$ cat src/rtl/packbits_style_rle_encoder_unit_defines.svh
// ============================================================================
// PackBits RLE encoder assertion macros
// Shared assertion shorthands; the using module provides aclk and aresetn.
// ============================================================================
`ifndef PACKBITS_STYLE_RLE_ENCODER_UNIT_DEFINES_SVH
`define PACKBITS_STYLE_RLE_ENCODER_UNIT_DEFINES_SVH

// condition holds at every clock edge out of reset
`define PBRLE_ASSERT(lbl, cond, msg) \
    lbl: assert property (@(posedge aclk) disable iff (!aresetn) (cond)) else $error(msg);

// trigger in one cycle implies the consequence in the next
`define PBRLE_ASSERT_NEXT(lbl, pre, post, msg) \
    lbl: assert property (@(posedge aclk) disable iff (!aresetn) (pre) |=> (post)) \
        else $error(msg);

`endif

$ cat src/rtl/pbrle_pkg.sv
// ============================================================================
// pbrle_pkg
// Shared constants and controller/datapath interface types.
// ============================================================================
package pbrle_pkg;

    localparam int unsigned MAX_SPAN_DEF   = 128;
    localparam int unsigned WORD_BYTES_DEF = 8;
    localparam int unsigned RUN_MIN        = 3;
    localparam int unsigned OUT_WORD_W     = 64;
    localparam int unsigned COUNT_W        = 4;

    // source of a byte appended to the literal buffer
    localparam logic LIT_SRC_LA0 = 1'b0;
    localparam logic LIT_SRC_LA1 = 1'b1;

    // what the packer takes this cycle
    typedef enum logic [2:0] {
        PUT_NONE,
        PUT_LIT_HDR,
        PUT_LIT_BODY,
        PUT_RUN_HDR,
        PUT_RUN_VAL
    } put_sel_t;

    typedef struct packed {
        logic     cap_in;
        logic     run_inc;
        logic     run_start;
        logic     run_clr;
        logic     la_push;
        logic     la_clr;
        logic     lit_add;
        logic     lit_src;
        logic     lit_clr;
        logic     idx_clr;
        logic     idx_inc;
        put_sel_t put_sel;
        logic     emit_last;
    } pbrle_cmd_t;

    typedef struct packed {
        logic       fin;
        logic       put_ready;
        logic       out_free;
        logic       run_open;
        logic       run_match;
        logic       run_full;
        logic [1:0] la_cnt;
        logic       triple;
        logic       lit_open;
        logic       lit_fill_next;
        logic       lit_last;
        logic       pack_open;
    } pbrle_stat_t;

endpackage

$ cat src/rtl/pbrle_dp.sv
// ============================================================================
// pbrle_dp
// Datapath: lookahead, run tracker, literal buffer, byte packer, output reg.
// ============================================================================
`include "packbits_style_rle_encoder_unit_defines.svh"

module pbrle_dp #(
    parameter int unsigned MAX_SPAN   = pbrle_pkg::MAX_SPAN_DEF,
    parameter int unsigned WORD_BYTES = pbrle_pkg::WORD_BYTES_DEF
) (
    input  logic                              aclk,
    input  logic                              aresetn,
    input  logic [7:0]                        in_byte,
    input  logic                              in_last,
    input  pbrle_pkg::pbrle_cmd_t             cmd,
    output pbrle_pkg::pbrle_stat_t            stat,
    output logic [pbrle_pkg::OUT_WORD_W-1:0]  out_word,
    output logic [pbrle_pkg::COUNT_W-1:0]     out_count,
    output logic                              out_end,
    output logic                              out_valid,
    input  logic                              out_ready
);
    import pbrle_pkg::*;

    localparam int unsigned AW = (MAX_SPAN > 1) ? $clog2(MAX_SPAN) : 1;
    localparam int unsigned LW = $clog2(MAX_SPAN + 1);
    localparam int unsigned FW = $clog2(WORD_BYTES + 1);
    localparam int unsigned PW = WORD_BYTES * 8;

    logic [7:0]    byte_reg;
    logic          fin_reg;
    logic [7:0]    run_val_reg;
    logic [LW-1:0] run_len_reg;
    logic [7:0]    la0_reg, la1_reg;
    logic [1:0]    la_cnt_reg;
    logic [LW-1:0] lit_len_reg;
    logic [AW-1:0] idx_reg;
    logic [7:0]    rd_reg;
    logic [7:0]    lit_mem [MAX_SPAN];
    logic [PW-1:0] pack_reg, pack_next;
    logic [FW-1:0] fill_reg, fill_next;
    logic [OUT_WORD_W-1:0] out_word_reg;
    logic [COUNT_W-1:0]    out_cnt_reg;
    logic          out_end_reg, out_valid_reg;

    logic          out_free, put_ready, put_en, pack_full, lit_last;
    logic [7:0]    put_byte, lit_in;
    logic [AW-1:0] rd_addr;
    logic          out_cnt_ok;

    // status toward the controller
    assign out_free  = !out_valid_reg || out_ready;
    assign pack_full = (fill_reg == FW'(WORD_BYTES));
    assign put_ready = !pack_full || out_free;
    assign put_en    = (cmd.put_sel != PUT_NONE) && put_ready;
    assign lit_last  = ((LW'(idx_reg) + LW'(1)) == lit_len_reg);

    always_comb begin
        stat.fin           = fin_reg;
        stat.put_ready     = put_ready;
        stat.out_free      = out_free;
        stat.run_open      = (run_len_reg != '0);
        stat.run_match     = (byte_reg == run_val_reg) && (run_len_reg < LW'(MAX_SPAN));
        stat.run_full      = (run_len_reg >= LW'(MAX_SPAN));
        stat.la_cnt        = la_cnt_reg;
        stat.triple        = (la0_reg == la1_reg) && (la1_reg == byte_reg);
        stat.lit_open      = (lit_len_reg != '0);
        stat.lit_fill_next = (lit_len_reg == LW'(MAX_SPAN - 1));
        stat.lit_last      = lit_last;
        stat.pack_open     = (fill_reg != '0);
    end

    // byte offered to the packer
    always_comb begin
        case (cmd.put_sel)
            PUT_LIT_HDR:  put_byte = 8'(lit_len_reg - LW'(1));
            PUT_LIT_BODY: put_byte = rd_reg;
            PUT_RUN_HDR:  put_byte = 8'(9'd257 - 9'(run_len_reg));
            PUT_RUN_VAL:  put_byte = run_val_reg;
            default:      put_byte = 8'd0;
        endcase
    end

    // packer next state: a full word leaves when another byte arrives or on emit_last
    always_comb begin
        pack_next = pack_reg;
        fill_next = fill_reg;
        if (cmd.emit_last) begin
            pack_next = '0;
            fill_next = '0;
        end else if (put_en) begin
            if (pack_full) begin
                pack_next = PW'(put_byte);
                fill_next = FW'(1);
            end else begin
                for (int i = 0; i < WORD_BYTES; i++) begin
                    if (fill_reg == FW'(i)) pack_next[i*8 +: 8] = put_byte;
                end
                fill_next = fill_reg + FW'(1);
            end
        end
    end

    // literal buffer read address, one entry ahead while the body streams out
    always_comb begin
        if (cmd.put_sel == PUT_LIT_BODY && put_ready && !lit_last) rd_addr = idx_reg + AW'(1);
        else if (cmd.put_sel == PUT_LIT_BODY)                    rd_addr = idx_reg;
        else                                                     rd_addr = '0;
    end

    assign lit_in = (cmd.lit_src == LIT_SRC_LA1) ? la1_reg : la0_reg;

    // literal buffer memory
    always_ff @(posedge aclk) begin
        if (cmd.lit_add) lit_mem[lit_len_reg[AW-1:0]] <= lit_in;
        rd_reg <= lit_mem[rd_addr];
    end

    // input capture and lookahead bytes (payload)
    always_ff @(posedge aclk) begin
        if (cmd.cap_in) begin
            byte_reg <= in_byte;
            fin_reg  <= in_last;
        end
        if (cmd.la_push) begin
            case (la_cnt_reg)
                2'd0:    la0_reg <= byte_reg;
                2'd1:    la1_reg <= byte_reg;
                default: begin
                    la0_reg <= la1_reg;
                    la1_reg <= byte_reg;
                end
            endcase
        end
        if (cmd.run_start) run_val_reg <= la0_reg;
        if (cmd.idx_clr)      idx_reg <= '0;
        else if (cmd.idx_inc) idx_reg <= idx_reg + AW'(1);
    end

    // control counters, packer and output register
    always_ff @(posedge aclk) begin
        if (!aresetn) begin
            run_len_reg   <= '0;
            la_cnt_reg    <= '0;
            lit_len_reg   <= '0;
            pack_reg      <= '0;
            fill_reg      <= '0;
            out_valid_reg <= 1'b0;
        end else begin
            if (cmd.run_start)    run_len_reg <= LW'(RUN_MIN);
            else if (cmd.run_inc) run_len_reg <= run_len_reg + LW'(1);
            else if (cmd.run_clr) run_len_reg <= '0;

            if (cmd.la_clr) la_cnt_reg <= '0;
            else if (cmd.la_push && la_cnt_reg != 2'd2) la_cnt_reg <= la_cnt_reg + 2'd1;

            if (cmd.lit_clr)      lit_len_reg <= '0;
            else if (cmd.lit_add) lit_len_reg <= lit_len_reg + LW'(1);

            pack_reg <= pack_next;
            fill_reg <= fill_next;

            if (cmd.emit_last || (put_en && pack_full)) out_valid_reg <= 1'b1;
            else if (out_ready)                         out_valid_reg <= 1'b0;
        end
    end

    // output beat payload
    always_ff @(posedge aclk) begin
        if (cmd.emit_last || (put_en && pack_full)) begin
            out_word_reg <= OUT_WORD_W'(pack_reg);
            out_cnt_reg  <= COUNT_W'(fill_reg);
            out_end_reg  <= cmd.emit_last && fin_reg;
        end
    end

    assign out_word  = out_word_reg;
    assign out_count = out_cnt_reg;
    assign out_end   = out_end_reg;
    assign out_valid = out_valid_reg;

    // byte count of a presented word stays within one word
    assign out_cnt_ok = (out_cnt_reg != '0) && (out_cnt_reg <= COUNT_W'(WORD_BYTES));

    `PBRLE_ASSERT(a_lit_len_range, lit_len_reg <= LW'(MAX_SPAN), "literal length over span")
    `PBRLE_ASSERT(a_run_len_range, run_len_reg == '0 || run_len_reg >= LW'(RUN_MIN), "short run")
    `PBRLE_ASSERT(a_out_count, !out_valid_reg || out_cnt_ok, "bad byte count")
    `PBRLE_ASSERT_NEXT(a_emit_valid, cmd.emit_last, out_valid_reg, "final word not presented")

endmodule

$ cat src/rtl/pbrle_ctrl.sv
// ============================================================================
// pbrle_ctrl
// Sequencer: walks one input byte through run, lookahead, tail and flushes.
// ============================================================================
module pbrle_ctrl (
    input  logic                   aclk,
    input  logic                   aresetn,
    input  logic                   in_valid,
    output logic                   in_ready,
    input  pbrle_pkg::pbrle_stat_t stat,
    output pbrle_pkg::pbrle_cmd_t  cmd
);
    import pbrle_pkg::*;

    typedef enum logic [3:0] {
        ST_IDLE, ST_RUN, ST_LA, ST_CHK, ST_FIN0, ST_FIN1, ST_FINL, ST_FINR,
        ST_LHDR, ST_LBODY, ST_RHDR, ST_RVAL, ST_DONE
    } state_t;

    state_t state_reg, state_next, ret_reg, ret_next;
    logic   taken_reg, taken_next;

    // next state and datapath commands
    always_comb begin
        cmd        = '0;
        cmd.put_sel = PUT_NONE;
        state_next = state_reg;
        ret_next   = ret_reg;
        taken_next = taken_reg;
        in_ready   = (state_reg == ST_IDLE);
        case (state_reg)
            ST_IDLE: begin
                if (in_valid) begin
                    cmd.cap_in = 1'b1;
                    state_next = ST_RUN;
                end
            end
            // extend or close an open run
            ST_RUN: begin
                taken_next = 1'b0;
                state_next = ST_LA;
                if (stat.run_open) begin
                    if (stat.run_match) begin
                        cmd.run_inc = 1'b1;
                        taken_next  = 1'b1;
                        state_next  = ST_CHK;
                    end else begin
                        ret_next   = ST_LA;
                        state_next = ST_RHDR;
                    end
                end
            end
            // lookahead window decision
            ST_LA: begin
                state_next = ST_CHK;
                if (!taken_reg) begin
                    if (stat.la_cnt == 2'd2) begin
                        if (stat.triple) begin
                            cmd.run_start = 1'b1;
                            cmd.la_clr    = 1'b1;
                            if (stat.lit_open) begin
                                ret_next   = ST_CHK;
                                state_next = ST_LHDR;
                            end
                        end else begin
                            cmd.lit_add = 1'b1;
                            cmd.lit_src = LIT_SRC_LA0;
                            cmd.la_push = 1'b1;
                            if (stat.lit_fill_next) begin
                                ret_next   = ST_CHK;
                                state_next = ST_LHDR;
                            end
                        end
                    end else begin
                        cmd.la_push = 1'b1;
                    end
                end
            end
            // a run that reached full span goes out at once
            ST_CHK: begin
                state_next = ST_FIN0;
                if (stat.run_full) begin
                    ret_next   = ST_FIN0;
                    state_next = ST_RHDR;
                end
            end
            // packet tail: leftover lookahead bytes join the literal
            ST_FIN0: begin
                state_next = ST_FIN1;
                if (stat.fin && stat.la_cnt != 2'd0) begin
                    cmd.lit_add = 1'b1;
                    cmd.lit_src = LIT_SRC_LA0;
                    if (stat.lit_fill_next) begin
                        ret_next   = ST_FIN1;
                        state_next = ST_LHDR;
                    end
                end
            end
            ST_FIN1: begin
                state_next = ST_FINL;
                if (stat.fin && stat.la_cnt == 2'd2) begin
                    cmd.lit_add = 1'b1;
                    cmd.lit_src = LIT_SRC_LA1;
                    if (stat.lit_fill_next) begin
                        ret_next   = ST_FINL;
                        state_next = ST_LHDR;
                    end
                end
            end
            ST_FINL: begin
                state_next = ST_FINR;
                if (stat.fin) begin
                    cmd.la_clr = 1'b1;
                    if (stat.lit_open) begin
                        ret_next   = ST_FINR;
                        state_next = ST_LHDR;
                    end
                end
            end
            ST_FINR: begin
                state_next = ST_DONE;
                if (stat.fin && stat.run_open) begin
                    ret_next   = ST_DONE;
                    state_next = ST_RHDR;
                end
            end
            // literal flush: header, then one buffered byte per cycle while the packer is ready
            ST_LHDR: begin
                cmd.put_sel = PUT_LIT_HDR;
                if (stat.put_ready) begin
                    cmd.idx_clr = 1'b1;
                    state_next  = ST_LBODY;
                end
            end
            ST_LBODY: begin
                cmd.put_sel = PUT_LIT_BODY;
                if (stat.put_ready) begin
                    cmd.idx_inc = 1'b1;
                    if (stat.lit_last) begin
                        cmd.lit_clr = 1'b1;
                        state_next  = ret_reg;
                    end
                end
            end
            // run flush: header and value
            ST_RHDR: begin
                cmd.put_sel = PUT_RUN_HDR;
                if (stat.put_ready) state_next = ST_RVAL;
            end
            ST_RVAL: begin
                cmd.put_sel = PUT_RUN_VAL;
                if (stat.put_ready) begin
                    cmd.run_clr = 1'b1;
                    state_next  = ret_reg;
                end
            end
            // last (possibly partial) word of this byte's output
            ST_DONE: begin
                if (!stat.pack_open) begin
                    state_next = ST_IDLE;
                end else if (stat.out_free) begin
                    cmd.emit_last = 1'b1;
                    state_next    = ST_IDLE;
                end
            end
            default: state_next = ST_IDLE;
        endcase
    end

    always_ff @(posedge aclk) begin
        if (!aresetn) begin
            state_reg <= ST_IDLE;
            ret_reg   <= ST_IDLE;
            taken_reg <= 1'b0;
        end else begin
            state_reg <= state_next;
            ret_reg   <= ret_next;
            taken_reg <= taken_next;
        end
    end

endmodule

$ cat src/rtl/packbits_style_rle_encoder_unit.sv
// ============================================================================
// packbits_style_rle_encoder_unit
// PackBits-style run-length encoder, one raw byte in, packed words out.
// ============================================================================
// Usage:
//   s_ channel: one raw byte per beat, s_tlast on the last byte of a packet.
//   m_ channel: compressed bytes packed WORD_BYTES to a word, first byte in
//   the low lane; tdata carries the word and its valid byte count, m_tlast
//   marks the final word of the packet.
//   Each byte runs through a sequencer: run, lookahead, check, tail and
//   done states lie between one accept and the next; flushing a literal
//   adds its header and each buffered byte, flushing a run adds its header
//   and value. The literal buffer is read one entry per cycle while the
//   packer is ready, which sets the flush length.
//   A full word moves to the output register when the next byte is packed
//   or when the byte's output closes; the last word of a packet leaves
//   from the done state, after the final byte's flushes.
//   A stalled receiver holds the packer once it is full; input is taken
//   again once the current byte's output is all in the output register.
//   Reset clears the run, lookahead and literal counts, the packer and
//   the output valid flag; the literal buffer needs no clearing pass.
// ============================================================================
module packbits_style_rle_encoder_unit #(
    parameter int unsigned MAX_SPAN   = pbrle_pkg::MAX_SPAN_DEF,
    parameter int unsigned WORD_BYTES = pbrle_pkg::WORD_BYTES_DEF
) (
    input  logic        aclk,
    input  logic        aresetn,
    input  logic        s_tvalid,
    output logic        s_tready,
    input  logic [7:0]  s_tdata,   // [7:0] data_byte
    input  logic        s_tlast,   // final_byte
    output logic        m_tvalid,
    input  logic        m_tready,
    output logic [71:0] m_tdata,   // [63:0] out_word, [67:64] byte_count, rest zero
    output logic        m_tlast    // packet_end
);
    import pbrle_pkg::*;

    pbrle_cmd_t            cmd;
    pbrle_stat_t           stat;
    logic [OUT_WORD_W-1:0] out_word;
    logic [COUNT_W-1:0]    out_count;

    pbrle_ctrl u_ctrl (
        .aclk     (aclk),
        .aresetn  (aresetn),
        .in_valid (s_tvalid),
        .in_ready (s_tready),
        .stat     (stat),
        .cmd      (cmd)
    );

    pbrle_dp #(
        .MAX_SPAN   (MAX_SPAN),
        .WORD_BYTES (WORD_BYTES)
    ) u_dp (
        .aclk      (aclk),
        .aresetn   (aresetn),
        .in_byte   (s_tdata),
        .in_last   (s_tlast),
        .cmd       (cmd),
        .stat      (stat),
        .out_word  (out_word),
        .out_count (out_count),
        .out_end   (m_tlast),
        .out_valid (m_tvalid),
        .out_ready (m_tready)
    );

    assign m_tdata = {4'd0, out_count, out_word};

endmodule
$ cat config.mk
export PLATFORM = sky130hd
export DESIGN_NAME = packbits_style_rle_encoder_unit
export DESIGN_NICKNAME = d
export VERILOG_FILES = /design/src/rtl/pbrle_pkg.sv /design/src/rtl/pbrle_dp.sv /design/src/rtl/pbrle_ctrl.sv /design/src/rtl/packbits_style_rle_encoder_unit.sv
export VERILOG_INCLUDE_DIRS = /design/src /design/src/rtl
export SDC_FILE = /design/constraint.sdc
export NUM_CORES = 2
export LEC_CHECK = 0
export BUFFER_PORTS_ARGS = -buffer_cell sky130_fd_sc_hd__buf_4
export CAP_MARGIN = 10
export CORE_UTILIZATION = 55
export DETAILED_ROUTE_END_ITERATION = 8
export GPL_ROUTABILITY_DRIVEN = 0
export PLACE_DENSITY = 0.74
export SYNTH_ARGS = -nofsm -noshare
export SYNTH_HDL_FRONTEND = slang
export SYNTH_SLANG_ARGS = --single-unit
$ cat constraint.sdc
create_clock -name aclk -period 4.02 [get_ports aclk]
set_input_delay 0.603 -clock aclk [delete_from_list [all_inputs] [get_ports aclk]]
set_output_delay 0.603 -clock aclk [all_outputs]
set_load 0.03 [all_outputs]
==> impl_metrics.tcl <==
set metrics [dict create \
    core-area_um2 90100 \
    grt_setup_unrepaired "true" \
    holdBufCountCts 0 \
    synthDistinctLibCells 82 \
    antenna_found_initial 1 \
    synth_top_area_frac 0.674 \
    final-setup-viol-count 2 \
    async_reset_ff_frac 0 \
    power_uw 29400 \
    status "complete, but fails checks" \
    drv_cap 0 \
    cts_inserted_buffers 117 \
    r2r-start "u_dp.idx_reg[1]$_SDFFE_PP0P_" \
    boundaryPins 88 \
    cts-root-buf "clkbuf_16" \
    grt_pass1_vias 31700 \
    synth-seq-cells 1237 \
    slowest_delay_ps 430 \
    hold_path_depth 1 \
    grt_use_total 0.282 \
    syn-instance-count 3803 \
    ff2ff_setup_slack_ps -40 \
    crit_path_max_fanout 19 \
    cts_tree "yes" \
    worstMarginPinSlew_ps 1170 \
    violations "setup timing" \
    clock_tree.buffer_depth 3 \
    hold_viol 0 \
    multi_input_area_um2 13800 \
    drive_gt1_frac 0.185 \
    min_path_type "in2reg" \
    clkTransAtPathRegs_ps 60 \
    nFillCells 6098 \
    avgSynthCellArea_um2 13.2 \
    fin_util 0.660 \
    postRouteAntennaNets 0 \
    synth_area_um2 50200 \
    final_common_cell "edfxtp_1" \
    largest_reg_flops 1024 \
    power_density_nw_per_um2 495 \
    drt_iter0_drc 4675 \
    insertion_delay_ps 720 \
    via_per_inst 6.21 \
    min_to "u_dp.fin_reg$_DFFE_PP_" \
    die-height_um 304 \
    grt_max_degree 129 \
    yosysWarningCount 0 \
    critical_path_arrival_ps 4630 \
    fin_setup_tns_ps -75.2 \
    vias 33600 \
    yosysSeqAreaShare 0.718 \
    path_class "reg2reg" \
    synth_area_leaders "edfxtp_1, nand2_1, mux2i_1" \
    start_util 0.556 \
    worst_slack_ps -42.6 \
    fin_crit_sh 1.01 \
    cp-end-kind "register" \
    grt_first_pass_wirelength_um 197000 \
    startpoint_type "register" \
    wl_um 136000 \
    path_cells "ha_4 > nand2b_1 > a32oi_1 > o211ai_1 > nor4_2 > buf_4 > mux2_4 > or2_4 > buf_12 > buf_12 > buf_4 > nand2_1 > a21oi_1 > nor4_2 > buf_4 > o32ai_1 > buf_4 > nor2_2 > buf_4 > a2111oi_4" \
    htree_levels 3 \
    fin_crit_ps 4060 \
    io_buffers 83 \
    r2r_cells 20 \
    cts.sinks 1237 \
    cp_data_required_time_ps 4590 \
    routedWlPerCell_um 25.1 \
    slowest_stage "nor4_2" \
    die_w_um 304 \
    skew_ps 45.4 \
    cp_common_cell "buf_4" \
    grt_overflow 0 \
    hp-start "s_tlast" \
    dp_hpwl_um 82600 \
    dieArea_um2 92400 \
    synth_top_cell_by_area "edfxtp_1" \
    final_max_slew_viol_count 0 \
    area_growth_pct 18.6 \
    synth_edf_count 1126 \
    dominantRegCellSynth "edfxtp_1" \
    maxSlewHeadroom 0.214 \
    hold_ws_ps 79.3 \
    nNetsFinal 4161 \
    drt_pass1_iterations 7 \
    regArea_um2 36000 \
    irDropWorstVdd_v 0.000357 \
    core.rowCount 110 \
    drt_drc_violations_left 0 \
    p_leak_uw 0.0206 \
    max_freq_mhz 246 \
    regToRegEndpoint "u_dp.rd_reg[4]$_DFF_P_" \
    mostFrequentLayoutCells "edfxtp_1, nand2_1, buf_4" \
]
-- synthesized netlist by cell type, drive strengths merged, types with 52 or more instances --
cell    number
dfxtp      111
nand2      687
clkbuf      86
nor3        77
nor2       339
a21oi      257
nand3      177
nor4        66
o21ai       52
o22ai       65
edfxtp    1126
mux2i      228
buf        146
-- final cells by class --
type                            instances  share of cell area
Clock inverter                         75              0.0114
Clock buffer                          144              0.0518
Inverter                               23             0.00145
Antenna cell                            1           0.0000421
Sequential cell                      1237               0.606
Multi-Input combinational cell       2314               0.231
Tap cell                             1176              0.0247
Timing Repair Buffer                  440              0.0737
-- layer usage --
layer / global-route usage / vias to the layer above / share of wire
li1: - / 14800 / -
met1: 0.387 / 16300 / 0.38
met2: 0.447 / 2121 / 0.47
met3: 0.0462 / 367 / 0.11
met4: 0.126 / 0 / 0.045
met5: 0 / - / 0
-- through the flow --
| stage | instance area (um2) | setup slack (ps) | cells |
|---|---|---|---|
| floorplan | 50200 | 42.0 | 3806 |
| global placement | 54100 | -304 | 5137 |
| detailed placement | 54100 | -333 | 5137 |
| CTS | 58100 | 0.770 | 5359 |
| global route | 59500 | -176 | 5409 |
| finish | 59500 | -42.6 | 5410 |
-- where the power goes --
group	internal [uW]	leakage, uW	switching [uW]
sequential	14400	0.0111	128
clock	6040	0.00183	4810
combinational	1520	0.00772	2500
total	22000	0.0206	7440
-- worst max-delay path: cells and delay by family, from the launching register on --
family | cells | cell delay [ps]
AOI/OAI and AO/OA | 5 | 520
adders and majority gates | 1 | 190
buffers and inverters | 7 | 1200
DFF | 1 | 330
muxes | 1 | 320
and+or+nand+nor | 6 | 1290
-- what timing repair did --
item	CTS	global route
setup buffers	2	40
pin swaps	4	40
endpoints found under the setup margin	8	8
cloned	1	11
gates resized for setup	28	159
-- worst max path at each step --
stage	slack (ps)	end	start	cells after the start
2_1_floorplan	40	u_dp.out_count[0]$_DFFE_PP_	m_tready	8
3_3_place_gp	-300	u_dp.rd_reg[2]$_DFF_P_	m_tready	13
3_5_place_dp	-330	u_dp.rd_reg[2]$_DFF_P_	m_tready	13
4_1_cts	0.8	u_dp.rd_reg[5]$_DFF_P_	u_dp.idx_reg[0]$_SDFFE_PP0P_	17
5_1_grt	-180	u_dp.rd_reg[4]$_DFF_P_	u_dp.idx_reg[1]$_SDFFE_PP0P_	18
6_report	-40	u_dp.rd_reg[4]$_DFF_P_	u_dp.idx_reg[1]$_SDFFE_PP0P_	20
-- logic make-up after synthesis --
family	Yosys count	share of synthesized area
adders and majority gates	15	0.00374
DFF	1237	0.718
xor gates and xnor gates	40	0.00728
other	1	0.0000748
buffers and inverters	255	0.0252
AOI/OAI and AO/OA	541	0.0668
and+or+nand+nor	1457	0.125
muxes	257	0.0530
(Power assumes the default switching activity.)
